[src/rtl/cvd_pkg.sv]
// Shared constants for the cosine vector distance block.
package cvd_pkg;
   localparam int DIST_W     = 19;
   localparam int FRAC_SHIFT = 17;
   localparam logic [DIST_W-1:0] TWO_Q16  = 19'd131072;
   localparam logic [DIST_W-1:0] FOUR_Q16 = 19'd262144;
endpackage

[src/rtl/cvd_front.sv]
// Front end: accept element pairs, accumulate the three sums, emit a job per vector.
module cvd_front #(
   parameter int MAX_DIM = 256,
   parameter int SQ_W    = 39,
   parameter int XY_W    = 40
) (
   input  logic                   clock,
   input  logic                   reset,
   input  logic                   req_tvalid,
   output logic                   req_tready,
   input  logic [31:0]            req_tdata,
   input  logic                   req_tlast,
   input  logic                   q_full,
   output logic                   push,
   output logic [SQ_W-1:0]        push_xx,
   output logic [SQ_W-1:0]        push_yy,
   output logic signed [XY_W-1:0] push_xy,
   output logic                   push_long
);
   localparam int CNT_W = $clog2(MAX_DIM + 1);

   logic [SQ_W-1:0]        sum_xx_ff, sum_xx_in;
   logic [SQ_W-1:0]        sum_yy_ff, sum_yy_in;
   logic signed [XY_W-1:0] sum_xy_ff, sum_xy_in;
   logic [CNT_W-1:0]       count_ff, count_in;
   logic                   over_ff, over_in;
   logic signed [15:0]     x_elem, y_elem;
   logic signed [31:0]     pxx, pyy, pxy;
   logic                   accept, room;

   assign x_elem     = req_tdata[15:0];
   assign y_elem     = req_tdata[31:16];
   assign pxx        = x_elem * x_elem;
   assign pyy        = y_elem * y_elem;
   assign pxy        = x_elem * y_elem;
   assign req_tready = !q_full;
   assign accept     = req_tvalid && req_tready;
   assign room       = count_ff < CNT_W'(MAX_DIM);

   always_comb begin
      sum_xx_in = sum_xx_ff;
      sum_yy_in = sum_yy_ff;
      sum_xy_in = sum_xy_ff;
      count_in  = count_ff;
      over_in   = over_ff;
      if (room) begin
         sum_xx_in = sum_xx_ff + SQ_W'($unsigned(pxx));
         sum_yy_in = sum_yy_ff + SQ_W'($unsigned(pyy));
         sum_xy_in = sum_xy_ff + XY_W'(pxy);
         count_in  = count_ff + CNT_W'(1);
      end else begin
         over_in = 1'b1;
      end
   end

   assign push      = accept && req_tlast;
   assign push_xx   = sum_xx_in;
   assign push_yy   = sum_yy_in;
   assign push_xy   = sum_xy_in;
   assign push_long = over_in;

   always_ff @(posedge clock) begin
      if (reset || push) begin
         sum_xx_ff <= '0;
         sum_yy_ff <= '0;
         sum_xy_ff <= '0;
         count_ff  <= '0;
         over_ff   <= 1'b0;
      end else if (accept) begin
         sum_xx_ff <= sum_xx_in;
         sum_yy_ff <= sum_yy_in;
         sum_xy_ff <= sum_xy_in;
         count_ff  <= count_in;
         over_ff   <= over_in;
      end
   end
endmodule

[src/rtl/cvd_queue.sv]
// Two-entry job queue between front and back end.
module cvd_queue #(
   parameter int WIDTH = 8
) (
   input  logic             clock,
   input  logic             reset,
   input  logic             push,
   input  logic [WIDTH-1:0] push_data,
   output logic             full,
   input  logic             pop,
   output logic             not_empty,
   output logic [WIDTH-1:0] pop_data
);
   logic [WIDTH-1:0] mem_ff [2];
   logic             wr_ff, rd_ff;
   logic [1:0]       fill_ff;

   assign full      = fill_ff == 2'd2;
   assign not_empty = fill_ff != 2'd0;
   assign pop_data  = mem_ff[rd_ff];

   always_ff @(posedge clock) begin
      if (push) begin
         mem_ff[wr_ff] <= push_data;
      end
   end

   always_ff @(posedge clock) begin
      if (reset) begin
         wr_ff   <= 1'b0;
         rd_ff   <= 1'b0;
         fill_ff <= 2'd0;
      end else begin
         if (push) begin
            wr_ff <= !wr_ff;
         end
         if (pop) begin
            rd_ff <= !rd_ff;
         end
         fill_ff <= fill_ff + 2'(push) - 2'(pop);
      end
   end
endmodule

[src/rtl/cvd_back.sv]
// Back end: serial multiply, digit-by-digit root and restoring divide per job.
module cvd_back #(
   parameter int SQ_W = 39,
   parameter int XY_W = 40
) (
   input  logic                          clock,
   input  logic                          reset,
   input  logic                          job_valid,
   input  logic [SQ_W-1:0]               job_xx,
   input  logic [SQ_W-1:0]               job_yy,
   input  logic signed [XY_W-1:0]        job_xy,
   input  logic                          job_long,
   output logic                          pop,
   output logic                          rsp_tvalid,
   input  logic                          rsp_tready,
   output logic [cvd_pkg::DIST_W-1:0]    rsp_dist,
   output logic                          rsp_zero,
   output logic                          rsp_long
);
   localparam int P_W   = 2 * SQ_W;
   localparam int REM_W = SQ_W + 3;
   localparam int DV_W  = XY_W + cvd_pkg::FRAC_SHIFT;
   localparam int CNT_W = $clog2(DV_W + 1);
   localparam int DW    = cvd_pkg::DIST_W;

   typedef enum logic [2:0] {IDLE, MUL, SQRT, DIV, DONE} state_type;

   state_type          state_ff;
   logic [SQ_W-1:0]    a_ff, b_ff, root_ff;
   logic [P_W-1:0]     acc_ff;
   logic [REM_W-1:0]   rem_ff;
   logic [DV_W-1:0]    dvd_ff;
   logic [CNT_W-1:0]   cnt_ff;
   logic               neg_ff, zero_ff, long_ff;
   logic [XY_W-1:0]    mag;
   logic [REM_W-1:0]   rem_sh, trial;
   logic [SQ_W:0]      div_r;
   logic [DW-1:0]      qc;
   logic [DW:0]        dsum;
   logic [DW-1:0]      dist_value;
   logic               last_step, out_free;

   assign pop       = (state_ff == IDLE) && job_valid;
   assign mag       = job_xy[XY_W-1] ? XY_W'(-job_xy) : XY_W'(job_xy);
   assign rem_sh    = {rem_ff[REM_W-3:0], acc_ff[P_W-1 -: 2]};
   assign trial     = {1'b0, root_ff, 2'b01};
   assign div_r     = {rem_ff[SQ_W-1:0], dvd_ff[DV_W-1]};
   assign last_step = cnt_ff == CNT_W'(1);
   assign out_free  = !rsp_tvalid || rsp_tready;

   always_comb begin
      qc = (dvd_ff > DV_W'(cvd_pkg::FOUR_Q16)) ? cvd_pkg::FOUR_Q16 : dvd_ff[DW-1:0];
      if (neg_ff) begin
         dsum = {1'b0, cvd_pkg::TWO_Q16} + {1'b0, qc};
         dist_value = (dsum > {1'b0, cvd_pkg::FOUR_Q16}) ? cvd_pkg::FOUR_Q16 : dsum[DW-1:0];
      end else begin
         dsum = {1'b0, cvd_pkg::TWO_Q16} - {1'b0, qc};
         dist_value = (qc > cvd_pkg::TWO_Q16) ? '0 : dsum[DW-1:0];
      end
      if (zero_ff) begin
         dist_value = cvd_pkg::TWO_Q16;
      end
   end

   always_ff @(posedge clock) begin
      if (reset) begin
         state_ff   <= IDLE;
         rsp_tvalid <= 1'b0;
      end else begin
         if (rsp_tvalid && rsp_tready && (state_ff != DONE)) begin
            rsp_tvalid <= 1'b0;
         end
         unique case (state_ff)
            IDLE: begin
               if (job_valid) begin
                  a_ff    <= job_xx;
                  b_ff    <= job_yy;
                  acc_ff  <= '0;
                  rem_ff  <= '0;
                  root_ff <= '0;
                  cnt_ff  <= CNT_W'(SQ_W);
                  neg_ff  <= job_xy[XY_W-1];
                  dvd_ff  <= {mag, {cvd_pkg::FRAC_SHIFT{1'b0}}};
                  long_ff <= job_long;
                  zero_ff <= (job_xx == '0) || (job_yy == '0);
                  state_ff <= ((job_xx == '0) || (job_yy == '0)) ? DONE : MUL;
               end
            end
            MUL: begin
               acc_ff <= {acc_ff[P_W-2:0], 1'b0} + (b_ff[SQ_W-1] ? P_W'(a_ff) : '0);
               b_ff   <= {b_ff[SQ_W-2:0], 1'b0};
               if (last_step) begin
                  cnt_ff   <= CNT_W'(SQ_W);
                  state_ff <= SQRT;
               end else begin
                  cnt_ff <= cnt_ff - CNT_W'(1);
               end
            end
            SQRT: begin
               acc_ff <= {acc_ff[P_W-3:0], 2'b00};
               if (rem_sh >= trial) begin
                  root_ff <= {root_ff[SQ_W-2:0], 1'b1};
               end else begin
                  root_ff <= {root_ff[SQ_W-2:0], 1'b0};
               end
               // the divide starts from an empty remainder
               if (last_step) begin
                  rem_ff   <= '0;
                  cnt_ff   <= CNT_W'(DV_W);
                  state_ff <= DIV;
               end else begin
                  rem_ff <= (rem_sh >= trial) ? rem_sh - trial : rem_sh;
                  cnt_ff <= cnt_ff - CNT_W'(1);
               end
            end
            DIV: begin
               // hold the remainder below the root; quotient bits fill dvd from the bottom
               if (div_r >= {1'b0, root_ff}) begin
                  rem_ff <= REM_W'(div_r - {1'b0, root_ff});
                  dvd_ff <= {dvd_ff[DV_W-2:0], 1'b1};
               end else begin
                  rem_ff <= REM_W'(div_r);
                  dvd_ff <= {dvd_ff[DV_W-2:0], 1'b0};
               end
               if (last_step) begin
                  state_ff <= DONE;
               end else begin
                  cnt_ff <= cnt_ff - CNT_W'(1);
               end
            end
            DONE: begin
               if (out_free) begin
                  rsp_tvalid <= 1'b1;
                  rsp_dist   <= dist_value;
                  rsp_zero   <= zero_ff;
                  rsp_long   <= long_ff;
                  state_ff   <= IDLE;
               end
            end
            default: state_ff <= IDLE;
         endcase
      end
   end
endmodule

[src/rtl/cosine_vector_distance.sv]
// Top level of the streaming cosine (angular) distance unit.
//
// Element pairs (x, y) stream in at one transaction per clock while req_tready
// is high; the front end squares and multiplies them and keeps the sums x.x,
// y.y and x.y exactly. Pairs after the first MAX_DIM of a vector are dropped
// and reported through too_long. On the transaction marked with tlast the
// three sums go into a two-entry queue and are cleared, so the next vector
// streams in at once. The back end takes one job at a time and works it out
// serially: a shift-add multiply of x.x by y.y, a two-bits-per-cycle floor
// square root and a restoring divide of |x.y| * 2^17 by the root, then clamps
// 2 - 2*cos to 0.0..4.0 in Q3.16. When either norm is zero it skips these
// steps and returns 2.0 with zero_norm set. A vector whose pairs take at least
// as long to stream in as the back end needs per job streams without a stall
// while rsp_tready stays high; shorter ones back-pressure req_tready once both
// queue entries are taken. Results come out in vector order, each after the
// jobs queued ahead of it.
module cosine_vector_distance #(
   parameter int MAX_DIM = 256
) (
   input  logic        clock,
   input  logic        reset,
   input  logic        req_tvalid,
   output logic        req_tready,
   input  logic [31:0] req_tdata,   // [15:0] x_elem, [31:16] y_elem
   input  logic        req_tlast,   // last
   output logic        rsp_tvalid,
   input  logic        rsp_tready,
   output logic [23:0] rsp_tdata,   // [18:0] distance, [23:19] zero
   output logic [1:0]  rsp_tuser    // [0] zero_norm, [1] too_long
);
   localparam int SQ_W = 31 + $clog2(MAX_DIM);
   localparam int XY_W = 32 + $clog2(MAX_DIM);
   localparam int JOB_W = 2 * SQ_W + XY_W + 1;

   logic                   q_full, q_push, q_pop, q_valid;
   logic [SQ_W-1:0]        push_xx, push_yy;
   logic signed [XY_W-1:0] push_xy;
   logic                   push_long;
   logic [JOB_W-1:0]       q_out;
   logic [cvd_pkg::DIST_W-1:0] rsp_distance;

   cvd_front #(.MAX_DIM(MAX_DIM), .SQ_W(SQ_W), .XY_W(XY_W)) u_front (
      .clock, .reset, .req_tvalid, .req_tready, .req_tdata, .req_tlast,
      .q_full, .push(q_push), .push_xx, .push_yy, .push_xy, .push_long
   );

   // Decouple accumulation from the serial back end.
   cvd_queue #(.WIDTH(JOB_W)) u_queue (
      .clock, .reset, .push(q_push),
      .push_data({push_long, push_xy, push_yy, push_xx}),
      .full(q_full), .pop(q_pop), .not_empty(q_valid), .pop_data(q_out)
   );

   cvd_back #(.SQ_W(SQ_W), .XY_W(XY_W)) u_back (
      .clock, .reset, .job_valid(q_valid),
      .job_xx(q_out[SQ_W-1:0]),
      .job_yy(q_out[2*SQ_W-1:SQ_W]),
      .job_xy(q_out[2*SQ_W+XY_W-1:2*SQ_W]),
      .job_long(q_out[JOB_W-1]),
      .pop(q_pop), .rsp_tvalid, .rsp_tready,
      .rsp_dist(rsp_distance), .rsp_zero(rsp_tuser[0]), .rsp_long(rsp_tuser[1])
   );

   assign rsp_tdata = {5'd0, rsp_distance};
endmodule

[config.mk]
export PLATFORM = sky130hd
export DESIGN_NAME = cosine_vector_distance
export DESIGN_NICKNAME = d
export VERILOG_FILES = /design/src/rtl/cvd_pkg.sv /design/src/rtl/cvd_front.sv /design/src/rtl/cvd_queue.sv /design/src/rtl/cvd_back.sv /design/src/rtl/cosine_vector_distance.sv
export SDC_FILE = /design/constraint.sdc
export NUM_CORES = 2
export LEC_CHECK = 0
export BUFFER_PORTS_ARGS = -buffer_cell sky130_fd_sc_hd__buf_2
export CAP_MARGIN = 20
export CORE_MARGIN = 2
export CORE_UTILIZATION = 27
export CTS_CLUSTER_SIZE = 12
export DETAILED_ROUTE_END_ITERATION = 10
export PLACE_DENSITY_LB_ADDON = 0.08
export RECOVER_POWER = 25
export SLEW_MARGIN = 20
export SYNTH_ARGS = -nofsm -noshare
export SYNTH_HDL_FRONTEND = slang
export SYNTH_SLANG_ARGS = --single-unit
[constraint.sdc]
create_clock -name clock -period 11.8 [get_ports clock]
set_input_delay 3.54 -clock clock [delete_from_list [all_inputs] [get_ports clock]]
set_output_delay 3.54 -clock clock [all_outputs]
set_load 0.005 [all_outputs]
==> impl_metrics.sql <==
INSERT INTO impl_metrics (metric_group, metric, value, unit) VALUES
('setup_path', 'worst_ep_arrival_time', '11.51', 'ns'),
('routing', 'remaining_drc_errors', '0', ''),
('place', 'place_area', '75600', 'um2'),
('timing', 'max_slew.worst_pin.slew', '6.56', 'ns'),
('grt', 'track_usage', '0.152', ''),
('routing', 'wirelength', '201', 'mm'),
('synthesis', 'synth_flop_cell', 'edfxtp_1', ''),
('grt', 'global_route_met1_utilization', '0.228', ''),
('timing', 'final_critical_path_setup_slack', '0.716', 'ns'),
('grt', 'first_global_vias', '51900', ''),
('synthesis', 'async_flop_share', '0', ''),
('synthesis', 'synth-edff-count', '560', ''),
('synthesis', 'synthCells', '7273', ''),
('floorplan', 'chipHeight', '514', 'um'),
('job', 'maxCapViolations', '10', ''),
('timing', 'finalMaxSlewViolations', '533', ''),
('grt', 'top_usage_layer', 'met2', ''),
('synthesis', 'syn_avg_cell_area', '9.64', 'um2'),
('routing', 'via_per_inst', '4.57', ''),
('floorplan', 'placementRows', '187', ''),
('timing', 'fmax', '0.0902', 'GHz'),
('setup_path', 'cp_max_fo', '15', ''),
('grt', 'gr-usage-met2', '0.236', ''),
('synthesis', 'yosysMostFrequentCell', 'inv_1', ''),
('setup_path', 'start_kind', 'primary input', ''),
('layout', 'register_area', '19600', 'um2'),
('routing', 'first_iter_violations', '2664', ''),
('floorplan', 'dieArea', '264000', 'um2'),
('layout', 'stdcell_area', '78300', 'um2'),
('synthesis', 'synthesis.yosys.warnings', '0', ''),
('routing', 'drt.antenna.violating_nets', '0', ''),
('synthesis', 'synthDominantAreaCellType', 'edfxtp_1', ''),
('floorplan', 'ioPinCount', '65', ''),
('clock_tree', 'number_of_post_cts_setup_repair_buffers', '0', ''),
('grt', 'grt_util_met3', '0.0178', ''),
('grt', 'grt_pass1_wl', '314', 'mm'),
('timing', 'slew-limit-headroom', '-3.38', ''),
('synthesis', 'synth.cells.most_frequent', '1,093 x inv_1, 810 x fa_1, 756 x nand2_1', ''),
('clock_tree', 'clk_latency', '0.71', 'ns'),
('setup_path', 'cp_common_cell', 'fa_1', ''),
('routing', 'post_dr_wirelength_cell', '18.5', 'um'),
('synthesis', 'post_synth_num_cell_types', '116', ''),
('synthesis', 'number_of_register_bits_inferred_by_synthesis', '697', ''),
('synthesis', 'ys_top_cells_by_area', 'edfxtp_1 24%, fa_1 23%, ha_1 8.6%, inv_1 5.9%, nand2_1 4.0%', ''),
('grt', 'number_of_antenna_violations_at_the_first_check_in_global_routing', '12', ''),
('setup_path', 'cpMaxStageDelayCell', 'fa_1', ''),
('min_path', 'worst_hold_startpoint', 'u_front.over_ff', ''),
('layout', 'filler_cell_count', '27200', ''),
('min_path', 'holdPathEnd', 'u_front.over_ff', ''),
('floorplan', 'die_x', '514', 'um'),
('layout', 'num-nets-final', '8720', ''),
('place', 'io_buffers', '59', ''),
('layout', 'area_delta_synth_final', '11.7', '%'),
('synthesis', 'yosysTopAreaCellShare', '0.240', ''),
('timing', 'clock_skew', '0.0447', 'ns'),
('routing', 'vias', '49600', ''),
('run_status', 'outcome', 'finished with violations', ''),
('setup_path', 'r2r_cells', '13', ''),
('synthesis', 'synthesis.area', '70100', 'um2'),
('floorplan', 'design.core.area', '259000', 'um2'),
('setup_path', 'critical_path.reg2reg.endpoint', 'u_back.dvd_ff[53]', ''),
('run_status', 'violations_in_the_final_reports', 'capacitance limit, slew limit', ''),
('clock_tree', 'cts_hold_repair.buffers', '0', ''),
('timing', 'final.min_clock_period', '11.08', 'ns'),
('clock_tree', 'cts-buffers-inserted', '85', ''),
('timing', 'layout_worst_path_cycle_share', '0.939', ''),
('timing', 'finalHoldViolCount', '0', ''),
('setup_path', 'criticalPathCategory', 'primary input to flip-flop', ''),
('timing', 'report.final.setup_viol', '0', ''),
('timing', 'grt_setup_unrepaired', 'no', ''),
('place', 'preCtsSetupSlack', '0.0139', 'ns');
-- final cells by class --
type                            count  area share
Inverter                         1097      0.0526
Multi-Input combinational cell   5180       0.577
Clock buffer                      115      0.0304
Tap cell                         3402      0.0544
Timing Repair Buffer              329      0.0301
Clock inverter                     42     0.00564
Antenna cell                        2   0.0000639
Sequential cell                   697       0.250
-- per-layer routing --
layer,part of all wire,vias to the layer above
met5,0.00010,-
met4,0.015,4
met3,0.032,157
met2,0.44,615
met1,0.52,24600
li1,-,24300
-- flip-flops by register name (all words and copies together), names as in the netlist, 2 cells and up, named ones only --
signal	flops
u_queue.fill_ff	2
u_back.cnt_ff	6
u_front.sum_yy_ff	39
u_front.count_ff	9
u_front.sum_xy_ff	40
u_back.rem_ff	40
u_back.rsp_dist	19
u_back.a_ff	39
u_queue.mem_ff	238
u_back.root_ff	39
u_back.state_ff	3
u_front.sum_xx_ff	39
u_back.dvd_ff	57
u_back.acc_ff	78
u_back.b_ff	39
-- through the flow --
step	utilization	hold WS (ns)	setup TNS [ns]
floorplan	-	0.400	0
global placement	0.292	0.442	-0.0731
detailed placement	0.292	0.446	0
CTS	0.303	0.463	0
global route	0.302	0.498	0
finish	0.302	0.456	0
-- kinds of logic after synthesis --
logic type      synth area share
compound gates             0.114
xor+xnor                  0.0500
fa+ha+maj                  0.317
buf+inv                   0.0775
flops                      0.279
mux                       0.0266
other cells            0.0000535
simple gates               0.136
-- placed cells by master, fill, tap and decap left out, types with 143 or more instances in the layout --
cell type     n
o21ai_0     403
ha_1        483
buf_4       250
a21oi_1     358
and2_1      248
fa_1        810
xor2_1      143
xnor2_1     257
nand2_1     756
a21o_1      160
edfxtp_1    560
inv_1      1093
nor2_1      436
-- how the worst max path moves through the flow --
stage	from	endpoint	slack, ns
global placement	req_tdata[24]	u_queue.mem_ff[1][76]	-0.01
detailed placement	req_tdata[7]	u_queue.mem_ff[1][35]	0.01
CTS	req_tdata[7]	u_queue.mem_ff[0][35]	0.78
finish	req_tdata[7]	u_queue.mem_ff[1][35]	0.72
global route	flip-flop	u_back.dvd_ff[53]	0.16
floorplan	req_tdata[17]	u_front.sum_yy_ff[36]	0.52
-- worst max-delay path, delay by kind of cell --
kind | cells | cell delay, ns
fa+ha+maj | 8 | 3.83
compound gates | 9 | 2.00
xor+xnor | 2 | 0.27
buf+inv | 9 | 1.02
simple gates | 5 | 0.84
Power is left out: the tool's default activity adds up to more than one toggle a clock period on the data nets, which glitch-free logic cannot reach.
